[config.mk]
export PLATFORM = sky130hd
export DESIGN_NAME = servo_reply_frame_parser
export DESIGN_NICKNAME = d
export VERILOG_FILES = /design/src/srfp_pkg.sv /design/src/srfp_decode.sv /design/src/servo_reply_frame_parser.sv
export VERILOG_INCLUDE_DIRS = /design/src /design/src/src
export SDC_FILE = /design/constraint.sdc
export NUM_CORES = 1
export LEC_CHECK = 0
export BUFFER_PORTS_ARGS = -buffer_cell sky130_fd_sc_hd__buf_2
export CAP_MARGIN = 10
export CORE_MARGIN = 5
export CORE_UTILIZATION = 48
export DETAILED_ROUTE_END_ITERATION = 8
export PLACE_DENSITY = 0.76
export RECOVER_POWER = 25
export SYNTH_ARGS = -nofsm -noshare
export SYNTH_HDL_FRONTEND = slang
export SYNTH_SLANG_ARGS = --single-unit
[constraint.sdc]
create_clock -name clock -period 6.5 [get_ports clock]
set_input_delay 1.3 -clock clock [delete_from_list [all_inputs] [get_ports clock]]
set_output_delay 1.3 -clock clock [all_outputs]
set_load 0.03 [all_outputs]
[src/servo_reply_frame_parser_macros.svh]
// ---------------------------------------------------------------------------
// Servo reply frame parser assertion macros
// Shared concurrent assertion forms, clocked on clock and disabled in reset.
// ---------------------------------------------------------------------------
`ifndef SERVO_REPLY_FRAME_PARSER_MACROS_SVH
`define SERVO_REPLY_FRAME_PARSER_MACROS_SVH

// Same-cycle implication.
`define SRFP_ASSERT_NOW(label, ante, cons, msg) \
   label: assert property (@(posedge clock) disable iff (reset) (ante) |-> (cons)) \
      else $error(msg);

// Next-cycle implication.
`define SRFP_ASSERT_NEXT(label, ante, cons, msg) \
   label: assert property (@(posedge clock) disable iff (reset) (ante) |=> (cons)) \
      else $error(msg);

`endif

[src/srfp_pkg.sv]
// ---------------------------------------------------------------------------
// Servo reply frame parser package
// Shared types, codes and protocol constants of the reply frame parser.
// ---------------------------------------------------------------------------
package srfp_pkg;

   // Action codes carried with each input word.
   localparam logic [2:0] ACT_FRAME         = 3'd0;
   localparam logic [2:0] ACT_CLEAR_MODE    = 3'd1;
   localparam logic [2:0] ACT_CLEAR_TIMEOUT = 3'd2;
   localparam logic [2:0] ACT_CLEAR_ALL     = 3'd3;
   localparam logic [2:0] ACT_VERSION_REQ   = 3'd4;

   // Kind of frame taken, reported with each result word.
   localparam logic [2:0] KIND_NONE      = 3'd0;
   localparam logic [2:0] KIND_CONFIG    = 3'd1;
   localparam logic [2:0] KIND_FAULT     = 3'd2;
   localparam logic [2:0] KIND_VERSION   = 3'd3;
   localparam logic [2:0] KIND_TELEMETRY = 3'd4;

   // Configuration register indexes.
   localparam logic [1:0] CSR_MOTOR_ID       = 2'd0;
   localparam logic [1:0] CSR_HOST_ID        = 2'd1;
   localparam logic [1:0] CSR_LEGACY_TIMEOUT = 2'd2;
   localparam logic [1:0] CSR_TIMEOUT_TICKS  = 2'd3;

   // Frame types from identifier bits 28:24.
   localparam logic [4:0] TYPE_TELEMETRY   = 5'd2;
   localparam logic [4:0] TYPE_LEGACY_READ = 5'd9;
   localparam logic [4:0] TYPE_PARAM_READ  = 5'd17;
   localparam logic [4:0] TYPE_FAULT       = 5'd21;

   // Parameter indexes and payload signatures.
   localparam logic [15:0] IDX_MODE           = 16'h7005;
   localparam logic [15:0] IDX_TIMEOUT        = 16'h7028;
   localparam logic [15:0] IDX_LEGACY_TIMEOUT = 16'h200C;
   localparam logic [7:0]  LEGACY_IDX_LO      = 8'h0C;
   localparam logic [7:0]  LEGACY_IDX_HI      = 8'h20;
   localparam logic [7:0]  LEGACY_LEN_OK      = 8'h04;
   localparam logic [7:0]  VERSION_SIG_1      = 8'hC4;
   localparam logic [7:0]  VERSION_SIG_2      = 8'h56;
   localparam logic [6:0]  FRAME_BYTES        = 7'd8;
   localparam logic [1:0]  MODE_INVALID       = 2'd3;

   typedef struct packed {
      logic [2:0]  action;
      logic [31:0] frame_id;
      logic        is_extended;
      logic        is_remote;
      logic        is_fd;
      logic [6:0]  length;
      logic [63:0] payload;
   } item_type;

   typedef struct packed {
      logic [7:0]  motor_id;
      logic [7:0]  host_id;
      logic        legacy_timeout;
      logic [16:0] timeout_ticks;
   } cfg_type;

   typedef struct packed {
      logic        mode_ok;
      logic        timeout_ok;
      logic [15:0] rejected_store;
      logic        version_waiting;
      logic [31:0] fault_store;
      logic [31:0] warning_store;
      logic [31:0] version_store;
      logic [63:0] telemetry_store;
      logic [1:0]  mode_store;
      logic [5:0]  fault_flag_store;
   } state_type;

endpackage

[src/srfp_decode.sv]
// ---------------------------------------------------------------------------
// Servo reply frame decoder
// Filters one registered word and computes the next parser state and kind.
// ---------------------------------------------------------------------------
module srfp_decode (
   input  srfp_pkg::item_type  item,
   input  srfp_pkg::cfg_type   cfg,
   input  srfp_pkg::state_type state_cur,
   output srfp_pkg::state_type state_next,
   output logic [2:0]          kind
);
   import srfp_pkg::*;

   logic [7:0][7:0] pb;
   logic [4:0]      frame_type;
   logic [7:0]      resp;
   logic [15:0]     index;
   logic            frame_ok;
   logic            ticks_match;

   assign pb         = item.payload;
   assign frame_type = item.frame_id[28:24];
   assign resp       = item.frame_id[23:16];
   assign index      = {pb[1], pb[0]};

   // Physical and addressing filter common to every frame type.
   assign frame_ok = item.is_extended && !item.is_remote && !item.is_fd &&
                     (item.length == FRAME_BYTES) && (item.frame_id[31:29] == 3'd0) &&
                     (item.frame_id[15:8] == cfg.motor_id) &&
                     (item.frame_id[7:0] == cfg.host_id);

   // Timeout value in bytes 7..4, little-endian; a zero setting never matches.
   assign ticks_match = (cfg.timeout_ticks != 17'd0) &&
                        (item.payload[63:32] == {15'd0, cfg.timeout_ticks});

   always_comb begin
      state_next = state_cur;
      kind       = KIND_NONE;
      unique case (item.action)
         ACT_FRAME: begin
            if (frame_ok) begin
               priority if (frame_type == TYPE_PARAM_READ) begin
                  if (resp <= 8'd1 && pb[2] == 8'd0 && pb[3] == 8'd0 &&
                      (index == IDX_MODE ||
                       (index == IDX_TIMEOUT && !cfg.legacy_timeout))) begin
                     kind = KIND_CONFIG;
                     if (resp == 8'd1) begin
                        state_next.rejected_store = index;
                     end else if (index == IDX_MODE) begin
                        state_next.mode_ok = (pb[4] == 8'd0);
                     end else begin
                        state_next.timeout_ok = ticks_match;
                     end
                  end
               end else if (frame_type == TYPE_LEGACY_READ && cfg.legacy_timeout) begin
                  if (resp <= 8'd1 && pb[0] == LEGACY_IDX_LO && pb[1] == LEGACY_IDX_HI &&
                      pb[3] == 8'd0) begin
                     if (resp == 8'd1) begin
                        state_next.rejected_store = IDX_LEGACY_TIMEOUT;
                        kind = KIND_CONFIG;
                     end else if (pb[2] == LEGACY_LEN_OK) begin
                        state_next.timeout_ok = ticks_match;
                        kind = KIND_CONFIG;
                     end
                  end
               end else if (frame_type == TYPE_FAULT) begin
                  if (resp == 8'd0) begin
                     state_next.fault_store   = item.payload[31:0];
                     state_next.warning_store = item.payload[63:32];
                     kind = KIND_FAULT;
                  end
               end else if (frame_type == TYPE_TELEMETRY) begin
                  if (pb[0] == 8'd0 && pb[1] == VERSION_SIG_1 && pb[2] == VERSION_SIG_2) begin
                     // Version reply: only taken while a request is pending.
                     if (state_cur.version_waiting) begin
                        state_next.version_store   = {pb[3], pb[4], pb[5], pb[6]};
                        state_next.version_waiting = 1'b0;
                        kind = KIND_VERSION;
                     end
                  end else if (item.frame_id[23:22] != MODE_INVALID) begin
                     state_next.telemetry_store  = item.payload;
                     state_next.mode_store       = item.frame_id[23:22];
                     state_next.fault_flag_store = item.frame_id[21:16];
                     kind = KIND_TELEMETRY;
                  end
               end else begin
                  kind = KIND_NONE;
               end
            end
         end
         ACT_CLEAR_MODE: begin
            state_next.mode_ok = 1'b0;
         end
         ACT_CLEAR_TIMEOUT: begin
            state_next.timeout_ok = 1'b0;
         end
         ACT_CLEAR_ALL: begin
            state_next.mode_ok        = 1'b0;
            state_next.timeout_ok     = 1'b0;
            state_next.rejected_store = 16'd0;
         end
         ACT_VERSION_REQ: begin
            state_next.version_waiting = 1'b1;
         end
         default: begin
            state_next = state_cur;
         end
      endcase
   end

endmodule

[src/servo_reply_frame_parser.sv]
// ---------------------------------------------------------------------------
// Servo reply frame parser
// Filters and decodes extended CAN reply frames from a servo drive and reports
// the tracked confirmation, fault, version and telemetry state once per word.
// ---------------------------------------------------------------------------
// Pipeline: a word accepted into the input register is decoded into the result
// and state registers once the result register is free, and its result word is
// then offered until the receiver takes it.
// Throughput: one word per cycle while the receiver does not stall, set by the
// single decode stage. Reset: synchronous, active high; clears the pipeline
// valids, the configuration and kind registers and the whole tracked state to zero.
`include "servo_reply_frame_parser_macros.svh"

module servo_reply_frame_parser (
   input  logic        clock,
   input  logic        reset,
   // Configuration write port.
   input  logic        csr_write,
   input  logic [1:0]  csr_index,
   input  logic [16:0] csr_data,
   // Input word channel.
   input  logic        req_valid,
   output logic        req_stall,
   input  logic [2:0]  req_action,
   input  logic [31:0] req_frame_id,
   input  logic        req_is_extended,
   input  logic        req_is_remote,
   input  logic        req_is_fd,
   input  logic [6:0]  req_length,
   input  logic [63:0] req_payload,
   // Result word channel.
   output logic        rsp_valid,
   input  logic        rsp_stall,
   output logic [2:0]  rsp_accepted_kind,
   output logic        rsp_config_confirmed,
   output logic [15:0] rsp_rejected_index,
   output logic [31:0] rsp_fault_details,
   output logic [31:0] rsp_warning_bits,
   output logic [31:0] rsp_version_word,
   output logic [15:0] rsp_position_code,
   output logic [15:0] rsp_velocity_code,
   output logic [15:0] rsp_torque_code,
   output logic [15:0] rsp_temperature_tenths,
   output logic [1:0]  rsp_drive_mode,
   output logic [5:0]  rsp_fault_bits
);
   import srfp_pkg::*;

   // Configuration registers.
   cfg_type   cfg_ff;
   cfg_type   cfg_in;

   // Input register stage.
   logic      s1_valid_ff;
   logic      s1_valid_in;
   item_type  s1_item_ff;
   item_type  s1_item_in;

   // Tracked state and result register.
   state_type state_ff;
   state_type state_in;
   state_type state_dec;
   logic [2:0] kind_dec;
   logic       rsp_valid_ff;
   logic       rsp_valid_in;
   logic [2:0] kind_ff;
   logic [2:0] kind_in;

   logic       req_take;
   logic       advance;

   // The decode stage moves forward whenever the result register is empty or
   // its word is being taken this cycle, so a waiting result never blocks
   // the input register from refilling once the result moves on.
   assign advance   = s1_valid_ff && (!rsp_valid_ff || !rsp_stall);
   assign req_stall = s1_valid_ff && !advance;
   assign req_take  = req_valid && !req_stall;

   always_comb begin
      cfg_in = cfg_ff;
      if (csr_write) begin
         unique case (csr_index)
            CSR_MOTOR_ID:       cfg_in.motor_id       = csr_data[7:0];
            CSR_HOST_ID:        cfg_in.host_id        = csr_data[7:0];
            CSR_LEGACY_TIMEOUT: cfg_in.legacy_timeout = csr_data[0];
            CSR_TIMEOUT_TICKS:  cfg_in.timeout_ticks  = csr_data;
            default:            cfg_in = cfg_ff;
         endcase
      end
   end

   always_comb begin
      s1_item_in.action      = req_action;
      s1_item_in.frame_id    = req_frame_id;
      s1_item_in.is_extended = req_is_extended;
      s1_item_in.is_remote   = req_is_remote;
      s1_item_in.is_fd       = req_is_fd;
      s1_item_in.length      = req_length;
      s1_item_in.payload     = req_payload;
   end

   assign s1_valid_in = req_take || (s1_valid_ff && !advance);

   srfp_decode u_decode (
      .item       (s1_item_ff),
      .cfg        (cfg_ff),
      .state_cur  (state_ff),
      .state_next (state_dec),
      .kind       (kind_dec)
   );

   // State commits exactly when its word moves into the result register, so
   // the result fields can be read straight off the state registers.
   assign state_in     = advance ? state_dec : state_ff;
   assign kind_in      = advance ? kind_dec : kind_ff;
   assign rsp_valid_in = advance || (rsp_valid_ff && rsp_stall);

   always_ff @(posedge clock) begin
      if (reset) begin
         cfg_ff       <= '0;
         s1_valid_ff  <= 1'b0;
         rsp_valid_ff <= 1'b0;
         state_ff     <= '0;
         kind_ff      <= KIND_NONE;
      end else begin
         cfg_ff       <= cfg_in;
         s1_valid_ff  <= s1_valid_in;
         rsp_valid_ff <= rsp_valid_in;
         state_ff     <= state_in;
         kind_ff      <= kind_in;
      end
   end

   always_ff @(posedge clock) begin
      if (req_take) begin
         s1_item_ff <= s1_item_in;
      end
   end

   // Result word: kind of the word plus a view of the stored state. Telemetry
   // codes are big-endian byte pairs of the last telemetry payload.
   assign rsp_valid              = rsp_valid_ff;
   assign rsp_accepted_kind      = kind_ff;
   assign rsp_config_confirmed   = (state_ff.rejected_store == 16'd0) &&
                                   state_ff.mode_ok && state_ff.timeout_ok;
   assign rsp_rejected_index     = state_ff.rejected_store;
   assign rsp_fault_details      = state_ff.fault_store;
   assign rsp_warning_bits       = state_ff.warning_store;
   assign rsp_version_word       = state_ff.version_store;
   assign rsp_position_code      = {state_ff.telemetry_store[7:0],
                                    state_ff.telemetry_store[15:8]};
   assign rsp_velocity_code      = {state_ff.telemetry_store[23:16],
                                    state_ff.telemetry_store[31:24]};
   assign rsp_torque_code        = {state_ff.telemetry_store[39:32],
                                    state_ff.telemetry_store[47:40]};
   assign rsp_temperature_tenths = {state_ff.telemetry_store[55:48],
                                    state_ff.telemetry_store[63:56]};
   assign rsp_drive_mode         = state_ff.mode_store;
   assign rsp_fault_bits         = state_ff.fault_flag_store;

   // The tracked state only moves when a word passes the decode stage.
   `SRFP_ASSERT_NEXT(a_state_holds, !advance, $stable(state_ff), "state changed without a word")
   // A version reply is only taken while a request is pending.
   `SRFP_ASSERT_NOW(a_version_pending, advance && kind_dec == KIND_VERSION,
      state_ff.version_waiting, "version taken with no request pending")
   // Non-frame actions never report a taken frame.
   `SRFP_ASSERT_NOW(a_action_kind, advance && s1_item_ff.action != ACT_FRAME,
      kind_dec == KIND_NONE, "non-frame action reported a frame kind")
   // The input side stalls only while the input register holds a word.
   `SRFP_ASSERT_NOW(a_stall_full, req_stall, s1_valid_ff, "stall with empty input register")

endmodule

* Yosys cells after proc, flatten, opt, wreduce, memory -nomap -nowiden
Cells that the tools add are included.
W data, S select, Z words.
** Word-level totals
- Input port bits :: 133
- Register bits after elaboration :: 335
- Logic and storage cells :: 174
- Output and inout port bits :: 190
** Cells by class
- Bitwise logic cells :: 4
- Muxes and demuxes :: 44
- Reduce and logical (&&, ||, !) cells :: 61
- Equality and inequality tests :: 40
- Order comparisons :: 1
** Operators with widths (number)
- $mux W169 :: 2
- $mux W104 :: 2
- $mux W187 :: 1
- $mux W72 :: 2
- $mux W64 :: 2
- $mux W32 :: 2
- $mux W17 :: 3
- $logic_not A8 Y1 :: 5
- $eq A16 B15 Y1 const B :: 2
- $eq A32 B17 Y1 :: 1
- $mux W16 :: 2
- $pmux W16 S2 :: 1
- $mux W3 :: 9
- $reduce_and A9 Y1 :: 3
- $logic_and A1 B1 Y1 :: 23
- $reduce_and A7 Y1 :: 3
- $mux W18 :: 1
- $reduce_bool A17 Y1 :: 1
- $eq A8 B8 Y1 :: 2
- $logic_not A16 Y1 :: 1
- $ne A2 B1 Y1 const B :: 7
- $mux W1 :: 11
- $eq A5 B5 Y1 const B :: 2
- $ne A2 B2 Y1 const B :: 5
- 28 further kinds :: 57

* Logic depth before layout (Yosys ltp)
Gate-level depths: netlist of run 1.
- Depth in word-level cells :: 10
- Gate-level depth with buffers :: 10
- Mapped depth without buffers :: 7

* By module
A second synthesis of run 1 with hierarchy kept.
** Unflattened totals
- Cells, all modules :: 1668
- Area total of the unflattened synthesis :: 15931.5 um2
** By module, submodules not included
- servo_reply_frame_parser :: instances 1, cells an instance 1267, sequential area each 7797.5 um2, area each 12564.6 um2
- srfp_decode :: instances 1, cells an instance 401, sequential area each 0.0 um2, area each 3367.0 um2

* Worst setup path after synthesis of run 1
Ideal clock, no wire load.
- Path type :: input to register
- Start :: in rsp_stall
- End :: reg s1_item_ff[0] (netlist bit) (enable)
- Data required time :: 5.911 ns
- Cell stages on the path :: 2
- Library setup time :: 0.589 ns
- Path buffers :: 0
- Path slack :: -0.475 ns
- Arrival :: 6.386 ns
- Cell sequence :: and3_1 > nor2b_1
** On the way
- Word-level cells in the longest chain between the ends :: 7
** RTL lines
- from (decl) :: RTL line servo_reply_frame_parser.sv:33 : input logic rsp_stall,
- $logic_not A1 Y1 :: RTL line servo_reply_frame_parser.sv:75 : assign advance = s1_valid_ff && (!rsp_valid_ff || !rsp_stall);
- $logic_or A1 B1 Y1 :: RTL line servo_reply_frame_parser.sv:75
- $logic_and A1 B1 Y1 :: RTL line servo_reply_frame_parser.sv:75
- $logic_not A1 Y1 :: RTL line servo_reply_frame_parser.sv:76 : assign req_stall = s1_valid_ff && !advance;
- $logic_and A1 B1 Y1 :: RTL line servo_reply_frame_parser.sv:76
- $logic_not A1 Y1 :: RTL line servo_reply_frame_parser.sv:77 : assign req_take = req_valid && !req_stall;
- $logic_and A1 B1 Y1 :: RTL line servo_reply_frame_parser.sv:77
- named net req_take :: RTL line servo_reply_frame_parser.sv:69 : logic req_take;
- to (signal assigned) :: RTL line servo_reply_frame_parser.sv:136 : s1_item_ff <= s1_item_in;
- to (decl) :: RTL line servo_reply_frame_parser.sv:56 : item_type s1_item_ff;
The timed path passes the listed nets, and every way through them passes these cells.
A chain may end at the register's enable or synchronous reset.

* Final worst setup path of run 1
- Start :: in rsp_stall
- End :: reg s1_item_ff[6] (netlist bit) (enable)
The elaborated chain is that of the path after synthesis.

==> results.cfg, run 1 <==
[min_path]
min_from = rsp_version_word[7]
hold_class = flip-flop to flip-flop
whs_endpoint = rsp_version_word[7]
hold_depth = 2

[timing]
fin_tns_setup_ps = 0
slew_viol_final = 110
setup_ws_ps = 2740
worst_pin_slew_ps = 2910
fin_skew_ps = 15.9
rsz0062_at_grt = false
period_share_pct = 57.9
hold_violations = 0
fmax_ghz = 0.266
post-route-min-period_ps = 3760
hold_slack_ps = 447
slew_headroom_pct = -93.8
finalSetupViolCount = 0

[detailed_routing]
ant_nets = 0
vias_per_cell = 5.08
drc = 0
routed_wl_um = 33600
num_vias = 9381
drt-initial-drc-count = 541
first_pass_iters = 5
wl_per_cell_um = 18.2

[setup_path]
crit_arrival_ps = 3810
cp_max_fo = 109
startpoint = rsp_stall
cp_cell_sequence = clkbuf_1 > and3_1 > nor2b_4 > clkbuf_2
critPathKind = input pin to flip-flop
reg2reg_slack_ps = 3250
critPathSlowestCell = clkbuf_2
critPathLaunchType = input pin
cp_slowest_stage_delay_ps = 2040
cp.required_ps = 6550
rr_worst_depth = 8
worstSetupEndpointType = flip-flop
rr_endpoint = rsp_fault_details[24]
r2r-start = s1_item_ff[79]

[placed_design]
place_worst_setup_slack_ps = 2790
dp_cells = 1776
port_buffers = 322
place_hpwl_um = 23500
gp_congestion = 0.811

[final_layout]
drive_gt1_share_pct = 26.8
syn2layout_area_growth_pct = 12.6
n_fill_cell = 2431
post-route-util_pct = 54.8
fin_cells = 1845
fin_nets = 1570

[pwr]
power_density_nw_per_um2 = 293
p_leak_uw = 0.00663
max-vdd-ir-drop_mv = 0.224

[die]
start_util_pct = 48.7
rows = 61
die_h_um = 178
core_um2 = 27800
die_w_um = 178
die_area_um2 = 31600
num_io_pins = 323

[logic_synthesis]
synth.most_common_cell = nand2_1
ys.flop_type = dfxtp_1
synth.yosys.warnings = 0
ys_seq_area_share_pct = 57.6
syn_nets = 1444
synth_largest_area_cell = dfxtp_1
syn-cell-area_um2 = 13500
ys_ff_latch = 335
yosys-top-cells-area = dfxtp_1 (33%), edfxtp_1 (24%), buf_4 (11%), mux2i_1 (6.7%), nand2_1 (6.6%)
synth-edff-count = 109
async_flop_share_pct = 0
synth_top_area_share_pct = 33.4
synth_commonest_cells = nand2_1 (238), dfxtp_1 (226), buf_4 (193), a21oi_1 (121), edfxtp_1 (109)
synth_cells = 1311
avgSynthCellArea_um2 = 10.3
synth_cell_types = 46

[grt]
grtUsageTotal_pct = 20.3
grt_pass1_vias = 8953
overflow = 0
grt_pass1_wl_um = 50400
antenna_found_initial = 5
grt_max_degree = 110

[cts]
cts-root-buf = clkbuf_16
cts.sinks = 335
post_cts_buffers = 0
numCtsBuffers = 37
path_clk_slew_ps = 60
clk_latency_ps = 510
postCtsHoldBufs = 0
htreeDepth = 2
clk_path_buf_depth = 3
cts_resized = 0
cts_tree = built

[status]
status = complete, but fails checks
violations = capacitance limit, slew limit

[run]
cap_violations = 1
-- registers in the layout (all words and copies together), names as in the netlist, 16 cells and up --
name and flops:
rsp_temperature_tenths 16, rsp_torque_code 16, rsp_fault_details 32, rsp_velocity_code 16, rsp_version_word 32, s1_item_ff 109, rsp_rejected_index 16, cfg_ff 34
rsp_position_code 16, rsp_warning_bits 32
-- final cells by class --
cell class	instances	area (um2)	area share, %
flip-flops and latches	335	7800	51.2
multi-input cells	729	4050	26.6
repair buffers	333	1690	11.1
clock buffers	54	1080	7.09
well taps	378	473	3.11
clock inverters	12	128	0.838
diodes	3	7.51	0.0493
inverters	1	3.75	0.0246
-- critical path, delay by kind of cell --
family	cells	cell delay (ps)
buf+inv	2	2140
simple gates	2	310
-- placed cells by master (no fill, tap or decap), types with 2 or more instances in the layout --
| cell | count |
|---|---|
| clkbuf_16 | 37 |
| and4_1 | 2 |
| clkinv_2 | 5 |
| nor2b_1 | 6 |
| nor3_1 | 10 |
| a211oi_1 | 2 |
| nand4b_1 | 2 |
| nor4b_1 | 5 |
| mux2i_1 | 90 |
| xnor2_1 | 33 |
| o211ai_1 | 3 |
| nand2b_1 | 7 |
| nor2_1 | 108 |
| diode_2 | 3 |
| nand3_1 | 5 |
| nand3b_1 | 3 |
| clkbuf_8 | 9 |
| and3_1 | 3 |
| clkbuf_1 | 16 |
| nand4_1 | 22 |
| or3_1 | 2 |
| bufinv_16 | 2 |
| nand2_1 | 238 |
| inv_6 | 3 |
| a21oi_1 | 121 |
| and2_1 | 12 |
| nor3b_1 | 2 |
| buf_2 | 313 |
| and4b_1 | 2 |
| o41ai_1 | 2 |
| edfxtp_1 | 109 |
| buf_4 | 10 |
| o21ai_0 | 11 |
| or4_4 | 2 |
| a22oi_1 | 2 |
| nor4_1 | 19 |
| a21o_1 | 2 |
| dfxtp_1 | 226 |
-- per-stage QoR --
stage               area, um2  total power, uW
CTS                     15200             4500
global route            15200             4620
finish                  15200             4460
global placement        14000             2450
floorplan               13500             2370
detailed placement      14000             2450
-- kinds of logic (layout without fill, tap and decap cells) --
family,Yosys count,in the layout,synth area share (%)
other cells,0,3,0
mux,90,90,6.66
compound gates,148,148,5.89
simple gates,458,458,15.2
buf+inv,247,400,12.5
flops,335,335,57.6
xor+xnor,33,33,2.14
-- power breakdown --
group          switching [uW]  total (uW)  internal (uW)
registers                47.5        2270           2220
logic                    82.8         142           59.3
clock network             816        2050           1240
-- worst max-delay path by stage --
stage	end	slack [ps]	cells after the start
after floorplan	s1_item_ff[0]	1610	2
after global routing	s1_item_ff[7]	2550	4
after CTS	rsp_fault_details[24]	3170	8
after detailed placement	rsp_warning_bits[6]	2790	8
final	s1_item_ff[6]	2740	4
after global placement	rsp_warning_bits[21]	2910	8
-- layer usage --
layer / vias up / wire length [um] / global-route usage, %
li1: 4519 / - / -
met1: 4464 / 14200 / 26.6
met2: 331 / 16200 / 33.7
met3: 63 / 2380 / 4.45
met4: 4 / 845 / 6.19
met5: - / 21 / 0
No activity file was read; power rests on OpenSTA's default activity.
==> run 2, diff against run 1 <==
- clock period: 6.5 -> 3.1 ns (I/O delays scaled with it)
==> run 2 against run 1 <==
Against the previous run:
- the run still ends with capacitance limit, slew limit left
- setup slack lost 2400 ps
- cell count rose by 0.33%
- clock skew down 4.2 ps
- combinational power rose by 120%
- power rose by 110%
- clock-buffer cell count increased by 2
- largest cell class unchanged
==> results.cfg, run 2 (synthesis results as in run 1) <==
[cts]
cts.sinks = 335
cts_tree = built
cts_resized = 0
numCtsBuffers = 36
clk_path_buf_depth = 3
cts-root-buf = clkbuf_16
htreeDepth = 2
post_cts_buffers = 0
postCtsHoldBufs = 0
clk_latency_ps = 500
path_clk_slew_ps = 60

[die]
start_util_pct = 48.7
die_h_um = 178
num_io_pins = 323
core_um2 = 27800
rows = 61
die_area_um2 = 31600
die_w_um = 178

[detailed_routing]
routed_wl_um = 34100
num_vias = 9482
first_pass_iters = 5
ant_nets = 0
vias_per_cell = 5.12
drc = 0
wl_per_cell_um = 18.4
drt-initial-drc-count = 556

[pwr]
p_sw_share_pct = 20.7
p_leak_uw = 0.00667
internal_power_uw = 7350
max-vdd-ir-drop_mv = 0.383
power_frac_comb_pct = 3.3
clkPwrFrac_pct = 45.4
power_density_nw_per_um2 = 606
seq_power_share_pct = 51.2
power.switching_uw = 1920

[final_layout]
final_common_cell = buf_2
drive_gt1_share_pct = 26.6
syn2layout_area_growth_pct = 13.1
n_fill_cell = 2504
final_cell_mix = buf_2 (313), nand2_1 (238), dfxtp_1 (226)
largest_reg_flops = 109
multi_input_area_um2 = 4050
fin_cells = 1851
fin_nets = 1578
top_regs = s1_item_ff x109, cfg_ff x34
regMostFlops = s1_item_ff
ff_latch_area_um2 = 7800

[timing]
setup_ws_ps = 323
fin_tns_setup_ps = 0
finalSetupViolCount = 0
rsz0062_at_grt = false
hold_violations = 0
slew_viol_final = 124
fmax_ghz = 0.360
hold_slack_ps = 293
slew_headroom_pct = -46.2
fin_skew_ps = 11.6
period_share_pct = 89.6
post-route-min-period_ps = 2780
worst_pin_slew_ps = 2190

[setup_path]
critPathKind = flip-flop to flip-flop
crit_buf_inv = 1
reg2reg_slack_ps = 320
startpoint = rsp_valid
crit_arrival_ps = 2950
r2r-start = rsp_valid
rr_endpoint = s1_item_ff[15]
cp.required_ps = 3270
cp_slowest_stage_delay_ps = 1420
cp_max_fo = 16
crit_family = simple AND/OR/NAND/NOR gates
critPathSlowestCell = nor2b_1
cp_cell_sequence = and3_1 > nor2b_1 > buf_4
worstSetupEndpointType = flip-flop
rr_worst_depth = 3
critPathLaunchType = flip-flop

[min_path]
whs_endpoint = s1_item_ff[62]
hold_depth = 1
min_from = req_payload[62]
hold_class = input pin to flip-flop

[grt]
antenna_found_initial = 4
overflow = 0
grt_pass1_vias = 9240
grtUsageTotal_pct = 20.7
grt_max_degree = 109
grt_pass1_wl_um = 51400

[status]
status = complete, but fails checks
violations = capacitance limit, slew limit

[placed_design]
port_buffers = 322
place_hpwl_um = 24300
gp_congestion = 0.810
place_worst_setup_slack_ps = 268
dp_cells = 1785

[run]
cap_violations = 2
## run 2: changes by cell type in the layout (fill, tap and decap cells not counted), moves of 2 or more
cell,before,now
buf_12,0,5
buf_4,10,13
clkbuf_8,9,5
clkinv_2,5,3
inv_6,3,0
clkbuf_1,16,22
## run 2: worst max-delay path by stage
| stage | slack, ps | end | cells after the start |
|---|---|---|---|
| 5_1_grt | 170 | rsp_rejected_index[9] | 8 |
| 6_report | 320 | s1_item_ff[15] | 3 |
| 3_3_place_gp | 340 | rsp_rejected_index[12] | 8 |
| 3_5_place_dp | 270 | rsp_rejected_index[12] | 8 |
| 2_1_floorplan | 100 | s1_item_ff[0] | 2 |
| 4_1_cts | 240 | rsp_rejected_index[9] | 8 |
## run 2: through the flow
step	power, uW	cell area (um2)	util (%)
floorplan	4970	13500	-
finish	9270	15300	55.1
CTS	9370	15300	55.2
detailed placement	5150	14200	51.0
global route	9580	15300	55.1
global placement	5150	14200	51.0
## run 2: metal layers
layer | global-route usage [%] | vias to the layer above | routed length (um) | share of wire, %
met4 | 6.64 | 4 | 889 | 2.6
li1 | - | 4532 | - | -
met2 | 34.8 | 364 | 16500 | 48
met1 | 26.2 | 4512 | 13900 | 41
met5 | 0 | - | 25 | 0.073
met3 | 5.39 | 70 | 2800 | 8.2
## run 2: cell type report
class | count | share of cell area, %
Timing Repair Buffer | 342 | 11.9
Antenna cell | 3 | 0.0491
Multi-Input combinational cell | 729 | 26.4
Inverter | 1 | 0.0245
Tap cell | 378 | 3.09
Sequential cell | 335 | 51.0
Clock buffer | 56 | 6.84
Clock inverter | 7 | 0.728
## run 2: power by group through the flow
stage / Sequential (uW) / Combinational, uW / Clock [uW]
floorplan: 4800 / 162 / 0
global placement: 4830 / 311 / 0
detailed placement: 4840 / 316 / 0
CTS: 4740 / 317 / 4310
global route: 4750 / 338 / 4490
finish: 4750 / 309 / 4210
